==> src/rtl/binomial_mod_prime_assert.svh <==
// ----------------------------------------------------------------------------
// binomial_mod_prime_assert.svh
// Assertion macros shared by the binomial-mod-prime RTL.
// ----------------------------------------------------------------------------
`ifndef BINOMIAL_MOD_PRIME_ASSERT_SVH
`define BINOMIAL_MOD_PRIME_ASSERT_SVH

// Same-cycle implication, sampled on clk, off during reset.
`define BMP_ASSERT_NOW(label, ante, cons, msg) \
  label: assert property (@(posedge clk) disable iff (rst) (ante) |-> (cons)) \
    else $error(msg);

// Next-cycle implication, sampled on clk, off during reset.
`define BMP_ASSERT_NEXT(label, ante, cons, msg) \
  label: assert property (@(posedge clk) disable iff (rst) (ante) |=> (cons)) \
    else $error(msg);

`endif

==> src/rtl/bmp_pkg.sv <==
// ----------------------------------------------------------------------------
// bmp_pkg
// Types, constants and codes shared by the binomial-mod-prime modules.
// ----------------------------------------------------------------------------
`default_nettype none

package bmp_pkg;

  localparam int ARG_BITS_DEF = 20;
  localparam int RES_W        = 30;

  localparam logic [63:0]      PRIME_FULL = 64'd998244353;
  localparam logic [RES_W-1:0] PRIME_MOD  = PRIME_FULL[RES_W-1:0];
  localparam logic [RES_W-1:0] EXP_INV    = PRIME_MOD - 30'd2;

  // Barrett reciprocal floor(2^60 / prime), fits in 31 bits
  localparam logic [63:0] MU_FULL    = (64'd1 << 60) / PRIME_FULL;
  localparam logic [30:0] BARRETT_MU = MU_FULL[30:0];

  // Multiplier operation: picks operands and the write-back target
  typedef enum logic [2:0] {
    OP_FACT,
    OP_BOT,
    OP_PMUL,
    OP_PSQ,
    OP_FINAL
  } mop_t;

  typedef enum logic [3:0] {
    ST_IDLE,
    ST_CHECK,
    ST_FACT_ISSUE,
    ST_FACT_WAIT,
    ST_BOT_ISSUE,
    ST_BOT_WAIT,
    ST_PMUL_ISSUE,
    ST_PMUL_WAIT,
    ST_PSQ_ISSUE,
    ST_PSQ_WAIT,
    ST_FIN_ISSUE,
    ST_FIN_WAIT,
    ST_DONE
  } bmp_state_t;

  typedef struct packed {
    logic load;
    logic mul_go;
    logic wr;
    logic zero_res;
    mop_t op;
  } cmd_t;

  typedef struct packed {
    logic mul_done;
    logic k_gt_n;
    logic n_zero;
    logic fact_last;
    logic exp_bit;
    logic exp_end;
  } sts_t;

endpackage

`default_nettype wire

==> src/rtl/bmp_modmul.sv <==
// ----------------------------------------------------------------------------
// bmp_modmul
// Three-stage modular multiplier, a * b mod prime, Barrett reduction.
// ----------------------------------------------------------------------------
`default_nettype none

module bmp_modmul
  import bmp_pkg::*;
(
  input  wire logic             clk,
  input  wire logic             rst,
  input  wire logic             go,
  input  wire logic [RES_W-1:0] a,
  input  wire logic [RES_W-1:0] b,
  output logic                  done,
  output logic [RES_W-1:0]      p
);

  logic        v1, v2, v3;
  logic [59:0] x1;
  logic [61:0] q2;
  logic [31:0] x2;
  logic [31:0] r3;
  logic [30:0] q3;
  logic [60:0] qp;
  logic [31:0] r1, r2;
  logic [31:0] prime32;

  assign prime32 = {2'b00, PRIME_MOD};
  assign q3      = q2[61:31];
  assign qp      = {30'd0, q3} * {31'd0, PRIME_MOD};

  always_ff @(posedge clk) begin
    if (rst) begin
      v1 <= 1'b0;
      v2 <= 1'b0;
      v3 <= 1'b0;
    end else begin
      v1 <= go;
      v2 <= v1;
      v3 <= v2;
    end
  end

  // full product, then quotient estimate, then remainder below 3 * prime
  always_ff @(posedge clk) begin
    x1 <= {30'd0, a} * {30'd0, b};
    q2 <= {31'd0, x1[59:29]} * {31'd0, BARRETT_MU};
    x2 <= x1[31:0];
    r3 <= x2 - qp[31:0];
  end

  // fold the remainder into range
  assign r1   = (r3 >= prime32) ? r3 - prime32 : r3;
  assign r2   = (r1 >= prime32) ? r1 - prime32 : r1;
  assign p    = r2[RES_W-1:0];
  assign done = v3;

endmodule

`default_nettype wire

==> src/rtl/bmp_datapath.sv <==
// ----------------------------------------------------------------------------
// bmp_datapath
// Operand registers, operand select and write-back around the multiplier.
// ----------------------------------------------------------------------------
`default_nettype none

module bmp_datapath
  import bmp_pkg::*;
#(
  parameter int ARG_BITS = ARG_BITS_DEF
)(
  input  wire logic                clk,
  input  wire logic                rst,
  input  wire cmd_t                cmd,
  input  wire logic [ARG_BITS-1:0] n_value,
  input  wire logic [ARG_BITS-1:0] k_value,
  output sts_t                     sts,
  output logic [RES_W-1:0]         binom_result
);

  logic [ARG_BITS-1:0] n_r, k_r, nk, i;
  logic [RES_W-1:0]    acc, fk, fnk, base, pacc, expo, result;
  logic [RES_W-1:0]    op_a, op_b;
  logic                mul_done;
  logic [RES_W-1:0]    prod;

  // pick operands for the requested product
  always_comb begin
    case (cmd.op)
      OP_FACT: begin
        op_a = acc;
        op_b = RES_W'(i);
      end
      OP_BOT: begin
        op_a = fk;
        op_b = fnk;
      end
      OP_PMUL: begin
        op_a = pacc;
        op_b = base;
      end
      OP_PSQ: begin
        op_a = base;
        op_b = base;
      end
      OP_FINAL: begin
        op_a = acc;
        op_b = pacc;
      end
      default: begin
        op_a = acc;
        op_b = pacc;
      end
    endcase
  end

  bmp_modmul u_mul (
    .clk  (clk),
    .rst  (rst),
    .go   (cmd.mul_go),
    .a    (op_a),
    .b    (op_b),
    .done (mul_done),
    .p    (prod)
  );

  always_ff @(posedge clk) begin
    if (cmd.load) begin
      n_r  <= n_value;
      k_r  <= k_value;
      nk   <= n_value - k_value;
      i    <= ARG_BITS'(1);
      acc  <= RES_W'(1);
      fk   <= RES_W'(1);
      fnk  <= RES_W'(1);
      pacc <= RES_W'(1);
      expo <= EXP_INV;
    end else if (cmd.zero_res) begin
      result <= '0;
    end else if (cmd.wr) begin
      case (cmd.op)
        OP_FACT: begin
          acc <= prod;
          i   <= i + ARG_BITS'(1);
          if (i == k_r) begin
            fk <= prod;
          end
          if (i == nk) begin
            fnk <= prod;
          end
        end
        OP_BOT:  base <= prod;
        OP_PMUL: pacc <= prod;
        OP_PSQ: begin
          base <= prod;
          expo <= expo >> 1;
        end
        OP_FINAL: result <= prod;
        default: ;
      endcase
    end
  end

  assign sts.mul_done  = mul_done;
  assign sts.k_gt_n    = (k_r > n_r);
  assign sts.n_zero    = (n_r == '0);
  assign sts.fact_last = (i == n_r);
  assign sts.exp_bit   = expo[0];
  assign sts.exp_end   = (expo[RES_W-1:1] == '0);
  assign binom_result  = result;

endmodule

`default_nettype wire

==> src/rtl/bmp_ctrl.sv <==
// ----------------------------------------------------------------------------
// bmp_ctrl
// Sequencer: factorial pass, denominator product, Fermat inverse, final product.
// ----------------------------------------------------------------------------
`default_nettype none

module bmp_ctrl
  import bmp_pkg::*;
(
  input  wire logic clk,
  input  wire logic rst,
  input  wire logic start,
  input  wire sts_t sts,
  output cmd_t      cmd,
  output logic      busy,
  output logic      done
);

  bmp_state_t state, state_next;

  always_ff @(posedge clk) begin
    if (rst) begin
      state <= ST_IDLE;
    end else begin
      state <= state_next;
    end
  end

  always_comb begin
    state_next   = state;
    cmd.load     = 1'b0;
    cmd.mul_go   = 1'b0;
    cmd.wr       = 1'b0;
    cmd.zero_res = 1'b0;
    cmd.op       = OP_FACT;
    busy         = 1'b1;
    done         = 1'b0;
    case (state)
      ST_IDLE: begin
        busy = 1'b0;
        if (start) begin
          cmd.load   = 1'b1;
          state_next = ST_CHECK;
        end
      end
      ST_CHECK: begin
        if (sts.k_gt_n) begin
          cmd.zero_res = 1'b1;
          state_next   = ST_DONE;
        end else if (sts.n_zero) begin
          state_next = ST_BOT_ISSUE;
        end else begin
          state_next = ST_FACT_ISSUE;
        end
      end
      ST_FACT_ISSUE: begin
        cmd.op     = OP_FACT;
        cmd.mul_go = 1'b1;
        state_next = ST_FACT_WAIT;
      end
      ST_FACT_WAIT: begin
        cmd.op = OP_FACT;
        if (sts.mul_done) begin
          cmd.wr     = 1'b1;
          state_next = sts.fact_last ? ST_BOT_ISSUE : ST_FACT_ISSUE;
        end
      end
      ST_BOT_ISSUE: begin
        cmd.op     = OP_BOT;
        cmd.mul_go = 1'b1;
        state_next = ST_BOT_WAIT;
      end
      ST_BOT_WAIT: begin
        cmd.op = OP_BOT;
        if (sts.mul_done) begin
          cmd.wr     = 1'b1;
          state_next = ST_PMUL_ISSUE;
        end
      end
      ST_PMUL_ISSUE: begin
        cmd.op = OP_PMUL;
        if (sts.exp_bit) begin
          cmd.mul_go = 1'b1;
          state_next = ST_PMUL_WAIT;
        end else begin
          state_next = ST_PSQ_ISSUE;
        end
      end
      ST_PMUL_WAIT: begin
        cmd.op = OP_PMUL;
        if (sts.mul_done) begin
          cmd.wr     = 1'b1;
          state_next = ST_PSQ_ISSUE;
        end
      end
      ST_PSQ_ISSUE: begin
        cmd.op     = OP_PSQ;
        cmd.mul_go = 1'b1;
        state_next = ST_PSQ_WAIT;
      end
      ST_PSQ_WAIT: begin
        cmd.op = OP_PSQ;
        if (sts.mul_done) begin
          cmd.wr     = 1'b1;
          state_next = sts.exp_end ? ST_FIN_ISSUE : ST_PMUL_ISSUE;
        end
      end
      ST_FIN_ISSUE: begin
        cmd.op     = OP_FINAL;
        cmd.mul_go = 1'b1;
        state_next = ST_FIN_WAIT;
      end
      ST_FIN_WAIT: begin
        cmd.op = OP_FINAL;
        if (sts.mul_done) begin
          cmd.wr     = 1'b1;
          state_next = ST_DONE;
        end
      end
      ST_DONE: begin
        done       = 1'b1;
        state_next = ST_IDLE;
      end
      default: begin
        state_next = ST_IDLE;
      end
    endcase
  end

endmodule

`default_nettype wire

==> src/rtl/binomial_mod_prime.sv <==
// ----------------------------------------------------------------------------
// binomial_mod_prime
// C(n,k) mod 998244353 with one shared three-stage modular multiplier.
// ----------------------------------------------------------------------------
// Each factorial step is an issue state followed by the multiplier's three stages;
//   the Fermat inverse walks the 30-bit exponent (28 of its bits set), squaring for
//   every bit and multiplying for each set bit; k > n goes straight to done.
// Throughput: one word per run; busy stays high until the cycle after done, so a
//   new word is taken only once the previous run has finished.
// The result is shown for one cycle with done; the receiver cannot stall.
// Reset (rst, synchronous) returns the sequencer to idle; no memory to clear.
`default_nettype none

module binomial_mod_prime
  import bmp_pkg::*;
#(
  parameter int ARG_BITS = ARG_BITS_DEF
)(
  input  wire logic                clk,
  input  wire logic                rst,
  input  wire logic                start,
  output logic                     busy,
  input  wire logic [ARG_BITS-1:0] n_value,
  input  wire logic [ARG_BITS-1:0] k_value,
  output logic                     done,
  output logic [RES_W-1:0]         binom_result
);

  `include "binomial_mod_prime_assert.svh"

  // command and status between sequencer and datapath
  cmd_t cmd;
  sts_t sts;

  // sequencer: walk n! capturing k! and (n-k)!, then invert and multiply
  bmp_ctrl u_ctrl (
    .clk   (clk),
    .rst   (rst),
    .start (start),
    .sts   (sts),
    .cmd   (cmd),
    .busy  (busy),
    .done  (done)
  );

  // datapath: operand registers around the shared multiplier
  bmp_datapath #(
    .ARG_BITS (ARG_BITS)
  ) u_dp (
    .clk          (clk),
    .rst          (rst),
    .cmd          (cmd),
    .n_value      (n_value),
    .k_value      (k_value),
    .sts          (sts),
    .binom_result (binom_result)
  );

  // strobe only inside a run
  `BMP_ASSERT_NOW(a_done_busy, done, busy, "done outside a run")
  // an accepted word starts a run
  `BMP_ASSERT_NEXT(a_start_busy, start && !busy, busy && !done, "accepted word lost")
  // result always reduced
  `BMP_ASSERT_NOW(a_res_range, done, binom_result < PRIME_MOD, "result not reduced")
  // no multiply issued while writing back
  `BMP_ASSERT_NOW(a_go_wr, cmd.mul_go, !cmd.wr, "issue overlaps write-back")

endmodule

`default_nettype wire
==> config.mk <==
export PLATFORM = sky130hd
export DESIGN_NAME = binomial_mod_prime
export DESIGN_NICKNAME = d
export VERILOG_FILES = /design/src/rtl/bmp_pkg.sv /design/src/rtl/bmp_modmul.sv /design/src/rtl/bmp_datapath.sv /design/src/rtl/bmp_ctrl.sv /design/src/rtl/binomial_mod_prime.sv
export VERILOG_INCLUDE_DIRS = /design/src /design/src/rtl
export SDC_FILE = /design/constraint.sdc
export NUM_CORES = 2
export LEC_CHECK = 0
export BUFFER_PORTS_ARGS = -buffer_cell sky130_fd_sc_hd__buf_4
export CELL_PAD_IN_SITES_DETAIL_PLACEMENT = 0
export CELL_PAD_IN_SITES_GLOBAL_PLACEMENT = 1
export CORE_MARGIN = 5
export CORE_UTILIZATION = 30
export CTS_BUF_LIST = sky130_fd_sc_hd__clkbuf_4
export CTS_CLUSTER_DIAMETER = 40
export CTS_CLUSTER_SIZE = 8
export DETAILED_ROUTE_END_ITERATION = 7
export PLACE_DENSITY_LB_ADDON = 0.1
export REMOVE_ABC_BUFFERS = 1
export SYNTH_ARGS = -nofsm -noshare
export SYNTH_HDL_FRONTEND = slang
export SYNTH_SLANG_ARGS = --single-unit
==> constraint.sdc <==
create_clock -name clk -period 17.7 [get_ports clk]
set_clock_uncertainty 0.15 [all_clocks]
set_input_delay 1.77 -clock clk [delete_from_list [all_inputs] [get_ports clk]]
set_output_delay 1.77 -clock clk [all_outputs]
set_load 0.03 [all_outputs]
## Word level (Yosys, flattened, before mapping)

Index checks and enable logic that the tools add are counted.

- Add/sub/neg operators: 5
- Multipliers: 3
- Div/mod/pow operators: 0
- Magnitude comparators: 3
- Equality and inequality tests: 25
- Shift operators: 0
- Multiplexer cells: 29
- Bitwise gates (word level): 2
- Reductions and logical operators: 22

Operators by type and width:

| operator | number |
|---|---|
| 30-bit case mux with 3 select lines | 2 |
| 30-bit two-way mux | 3 |
| 32-bit by 30-bit >= comparator with 1-bit output (second input constant) | 2 |
| 31-bit by 31-bit multiplier with 62-bit output (second input constant) | 1 |
| 20-bit == test | 3 |
| 30-bit by 30-bit multiplier with 60-bit output | 1 |
| 4-bit case mux with 12 select lines | 1 |
| 4-bit two-way mux | 9 |
| 31-bit by 30-bit multiplier with 32-bit output (second input constant) | 1 |
| 32-bit two-way mux | 1 |
| 32-bit by 30-bit subtractor with 32-bit output (second input constant) | 1 |
| 32-bit subtractor | 1 |
| 30-bit subtractor (second input constant) | 1 |
| 29-bit logical NOT | 1 |
| 20-bit by 1-bit adder with 20-bit output (second input constant) | 1 |
| 4-bit == test (second input constant) | 5 |
| 20-bit > comparator | 1 |
| 20-bit logical NOT | 1 |
| 20-bit subtractor | 1 |
| 4-bit by 3-bit == test with 1-bit output (second input constant) | 4 |
| 3-bit case mux with 4 select lines | 1 |
| 3-bit AND reduction | 4 |
| 4-bit AND reduction | 3 |
| 2-bit OR reduction | 6 |
| other kinds (17) | 34 |

- Register bits after elaboration: 483
- Bits in latches: 0
- Memory bits (writable): 0
- ROM bits: 0
- Bits of input ports: 43
- Output and inout port bits: 32
- Word-level logic and storage cells: 108
- Memories kept: 0

## Logic depth before layout (Yosys ltp)

- Depth after elaboration: 7
- Mapped depth: 38
- Depth with buffers taken out: 33

## By module

A second synthesis with hierarchy kept.

- Cell total of the unflattened synthesis: 7024
- Area, all modules: 65744.3 um^2

Modules (own cells, without submodules):

| module | instances | cells each | area an instance (um^2) | seq. area each (um^2) |
|---|---|---|---|---|
| bmp_modmul | 1 | 5423 | 50818.7 | 3163.0 |
| bmp_datapath | 1 | 1540 | 14488.9 | 7006.7 |
| bmp_ctrl | 1 | 61 | 436.7 | 80.1 |

## Worst setup path before layout

Ideal clock, no wire load.

- Kind: reg2reg
- From: register u_ctrl.state[1]
- To: register u_dp.u_mul.x1[52]
- Library setup time: 0.072 ns
- Arrival time: 8.915 ns
- Required time: 17.478 ns
- Setup slack: 8.564 ns
- Cell stages (with the launch flop): 34
- Path buffers: 6
- Period minus slack after synthesis: 9.136 ns
- Path through: dfxtp_1 clkbuf_1 clkbuf_1 buf_1 clkbuf_1 mux2i_1 o22ai_1 clkbuf_1 nand2_1 fa_1 inv_1 fa_1 inv_1 fa_1 inv_1 fa_1 fa_1 fa_1 fa_1 inv_1 fa_1 inv_1 ha_1 clkbuf_1 nand3_1 nor3_1 a21oi_1 o21ai_0 a41oi_1 o311ai_0 a21boi_0 o21a_1 o21ai_0 xor2_1

- Longest elaborated chain between the ends: 7
- Elaborated cells between the ends (all ways): 21
- Classes of those cells: mul (1); eq/ne (11); mux (3); reduce/logical (6)

Ends and longest elaborated chain:

| what | RTL line | source |
|---|---|---|
| start, declared | bmp_ctrl.sv:19 | `bmp_state_t state, state_next;` |
| start signal, assigned | bmp_ctrl.sv:25 | `state <= state_next;` |
| 4-bit == test / 4-bit by 3-bit == test with 1-bit output (equally long branches) | bmp_ctrl.sv:38 | `case (state)` |
| 2-bit OR reduction (no line) | -- |  |
| 3-bit case mux with 4 select lines * | bmp_ctrl.sv:38 |  |
| 3-bit by 2-bit == test with 1-bit output | bmp_datapath.sv:29 | `case (cmd.op)` |
| 2-bit OR reduction (no line) | -- |  |
| 30-bit case mux with 3 select lines | bmp_datapath.sv:29 |  |
| 30-bit by 30-bit multiplier with 60-bit output * | bmp_modmul.sv:47 | `x1 <= {30'd0, a} * {30'd0, b};` |
| end signal, assigned | bmp_modmul.sv:47 |  |
| end, declared | bmp_modmul.sv:20 | `logic [59:0] x1;` |

Every way passes the cells marked *; elsewhere a longest branch is shown, timed or not.
A chain may end at the register's enable or synchronous reset.

## Final worst setup path

- From: register u_ctrl.state[1]
- To: register u_dp.u_mul.x1[27]

The elaborated chain is that of the path after synthesis.

==> impl_results.md <==
* Number of flops mapped to enable cells by yosys at 120
* Most common cell after layout, fill and taps aside: inv_1
* Crit-path slowest cell: o21ai_0
* DRC violation count after routing at 0
* Worst r2r dst: u_dp.u_mul.x1[27]$_DFF_P_
* Highest ir drop seen on vdd at 0.429 mV
* Critical path class: reg -> reg
* Clk slew on worst S/H paths at 0.09 ns
* Static Leakage at 34.4 nW
* Relative slew slack at 9.04%
* Worst-Margin Slew at 1.35 ns
* Crit-path most repeated cell: fa_1
* FP Rows at 170
* P per Cell Area at 200 nW/µm²
* First-pass GRT wire length at 351,000 µm
* Post-Place Worst Slack at 6.40 ns
* DP Area at 69,000 µm²
* R2R cell count at 27
* Final Wtd Congestion at 0.851
* Layout area overhead at 9.65%
* Vias in the first global route at 51.8k
* Final setup fails at 0
* Cell area after layout at 70,900 µm²
* Initial Util at 30.1%
* Grt ovf at 0
* Dpl hpwl at 187,000 µm
* Status: finished, final reports clean
* Max Cap Viol at 0
* Clk buf depth at 3
* CTS hold repair buffers at 0
* DRT Wirelength at 234,000 µm
* Synth warn at 0
* WHS Endpoint: u_dp.u_mul.x2[23]$_DFF_P_
* I/O Buffers at 74
* Initial DRT Pass Iterations at 7
* Fraction of post-synthesis cell area in the top cell type by area at 32.9%
* Synth Cell Area at 64,600 µm²
* Cts repair resizes at 0
* Main area contributors after synthesis: fa_1 33%, ha_1 16%, dfxtp_1 10%
* Sequential share of power at 12.3%
* Clk sink count at 452
* H-tree levels at 3
* Io pins at 75
* CP peak stage delay at 1.08 ns
* Initial DRC Count at 2,483
* Die Ht at 474 µm
* All-layer global routing usage at 21.1%
* Hold Path Class: reg -> reg
* Required time of the critical path at 18.44 ns
* Syn Inst Count at 7,013
* Fmax at 88.5 MHz
* Proportion of layout cells with a drive suffix above 1 at 7.11%
* Minimum clock period at 11.30 ns
* Ys async rst share at 0%
* WHS Path Cells at 0
* Largest net degree at the start of global routing at 73
* WL/cell at 23.5 µm
* Combinational fraction of design power at 79.5%
* P_sw at 8.07 mW
* Min-delay src: u_dp.u_mul.x1[23]$_DFF_P_
* Clock share of power at 8.2%
* Critical Path AT at 12.04 ns
* CTS tree: built
* Final ANT Viol Nets at 0
* Worst reg-to-reg setup slack at 6.40 ns
* Worst skew pair latency at 1.11 ns
* Synth Register Bits at 452
* Cts bufs inserted at 105
* Die area at 225,000 µm²
* TNS Setup at 0 ns
* Initial antenna violation count at 10
* Crit start category: register
* Synth cell types at 87
* Largest area contributor in the netlist: fa_1
* Max Transition Viols Final at 0
* Die width at 474 µm
* R2R Path Start: u_ctrl.state[1]$_SDFFE_PP0P_
* Endpoints failing hold at 0
* Core Region at 214,000 µm²
* Final period utilization at 63.8%
* RSZ-0062 raised after global routing: no
* Vias per inst at 4.82
* Top_reg_cell synth: dfxtp_1
* Worst Setup End Kind: register
* Average size of a mapped cell at 9.22 µm²
* Postcts setup bufs at 0
* Final #Nets at 8,950
* Most frequent cells in the layout: 1,381 x inv_1, 1,061 x fa_1, 801 x ha_1
* CTS Root Cell: clkbuf_4
* Setup ws final at 6.40 ns
* Internal Power at 6.10 mW
* Overall Power at 14.2 mW
* Vias at 48.2k
* Sequential share of the synthesized area at 15.9%
* Critical path peak fanout at 53
* Sw Ratio at 56.9%
[power by group through the flow]
| stage | combinational, mW | clock [mW] | sequential [mW] |
|---|---|---|---|
| after floorplan | 7.00 | 0 | 1.70 |
| after global placement | 11.3 | 0 | 1.76 |
| after detailed placement | 11.3 | 0 | 1.76 |
| after CTS | 11.4 | 1.21 | 1.74 |
| after global routing | 12.6 | 1.26 | 1.77 |
| final | 11.3 | 1.16 | 1.74 |
[worst max path at each step]
| stage | from | to | slack, ns | depth (start not counted) |
|---|---|---|---|---|
| after floorplan | u_ctrl.state[1]$_SDFFE_PP0P_ | u_dp.u_mul.x1[50]$_DFF_P_ | 4.83 | 32 |
| after CTS | u_ctrl.state[1]$_SDFFE_PP0P_ | u_dp.u_mul.x1[50]$_DFF_P_ | 6.45 | 30 |
| after detailed placement | u_ctrl.state[1]$_SDFFE_PP0P_ | u_dp.u_mul.x1[50]$_DFF_P_ | 6.40 | 30 |
| final | u_ctrl.state[1]$_SDFFE_PP0P_ | u_dp.u_mul.x1[27]$_DFF_P_ | 6.40 | 27 |
| after global placement | u_ctrl.state[1]$_SDFFE_PP0P_ | u_dp.u_mul.x1[50]$_DFF_P_ | 6.37 | 30 |
| after global routing | u_ctrl.state[1]$_SDFFE_PP0P_ | u_dp.u_mul.x1[58]$_DFF_P_ | 5.85 | 30 |
[cells by family (layout without fill, tap and decap cells)]
logic type      count (synthesis)  in the layout  synth area share (%)
compound gates                779            779                  7.80
simple gates                 1863           1863                  12.9
mux                           110            110                  1.72
buf+inv                      1685           1806                  9.82
other cells                     0             25                     0
xor+xnor                      261            261                  3.55
flops                         452            452                  15.9
fa+ha+maj                    1863           1863                  48.4
[critical path, delay by kind of cell, from the launching register on]
family                   cells  cell delay, ns
AND/OR/NAND/NOR              5            0.67
flip-flops                   1            0.76
XOR/XNOR                     1            1.04
buffers and inverters        7            1.79
adder cells (fa/ha/maj)      9            4.41
AO/OA/AOI/OAI                5            2.19
[sequential cells by signal, indices dropped and copies added (netlist names), 20 cells and up]
signal	count
u_dp.u_mul.x1	60
u_dp.u_mul.r3	32
u_dp.u_mul.x2	32
u_dp.u_mul.q2	31
u_dp.acc	30
u_dp.base	30
u_dp.binom_result	30
u_dp.expo	30
u_dp.fk	30
u_dp.fnk	30
u_dp.pacc	30
u_dp.i	20
u_dp.k_r	20
u_dp.n_r	20
u_dp.nk	20
[through the flow]
step	std cells	hold WS, ns	utilization [%]
floorplan	6712	0.160	-
global placement	9775	0.163	32.2
detailed placement	9776	0.163	32.2
CTS	9972	0.148	33.0
global route	9994	0.130	33.1
finish	9997	0.138	33.1
[synthesized netlist by cell type (19+ instances only)]
| cell | count |
|---|---|
| inv_1 | 1382 |
| fa_1 | 1061 |
| ha_1 | 801 |
| nor2_1 | 706 |
| nand2_1 | 585 |
| dfxtp_1 | 332 |
| clkbuf_1 | 277 |
| o21ai_0 | 185 |
| a21oi_1 | 169 |
| nand3_1 | 155 |
| xnor2_1 | 138 |
| xor2_1 | 122 |
| edfxtp_1 | 120 |
| mux2i_1 | 105 |
| nand2b_1 | 99 |
| a21o_1 | 93 |
| o21a_1 | 73 |
| nor3_1 | 56 |
| or3_1 | 48 |
| nor4_1 | 42 |
| o211ai_1 | 42 |
| nand4_1 | 35 |
| nor2b_1 | 31 |
| and3_1 | 28 |
| a211oi_1 | 27 |
| a31oi_1 | 24 |
| and2_1 | 19 |
[area by class of cell]
| class | instances | area [µm²] |
|---|---|---|
| clock buffers | 119 | 893 |
| well taps | 2838 | 3550 |
| repair buffers | 226 | 1720 |
| inverters | 1384 | 5200 |
| clock inverters | 77 | 936 |
| diodes | 25 | 62.6 |
| flip-flops and latches | 452 | 10300 |
| multi-input cells | 4876 | 48300 |
| fillers | 22600 | 144000 |
[layer usage]
metal | wire (µm) | up-vias | track usage (%)
met5 | 0 | - | 0
met4 | 5820 | 0 | 5.35
met3 | 8150 | 243 | 2.04
met2 | 115000 | 905 | 36.8
met1 | 105000 | 24800 | 28.0
li1 | - | 22300 | -
Power figures use the tool's default switching activity.
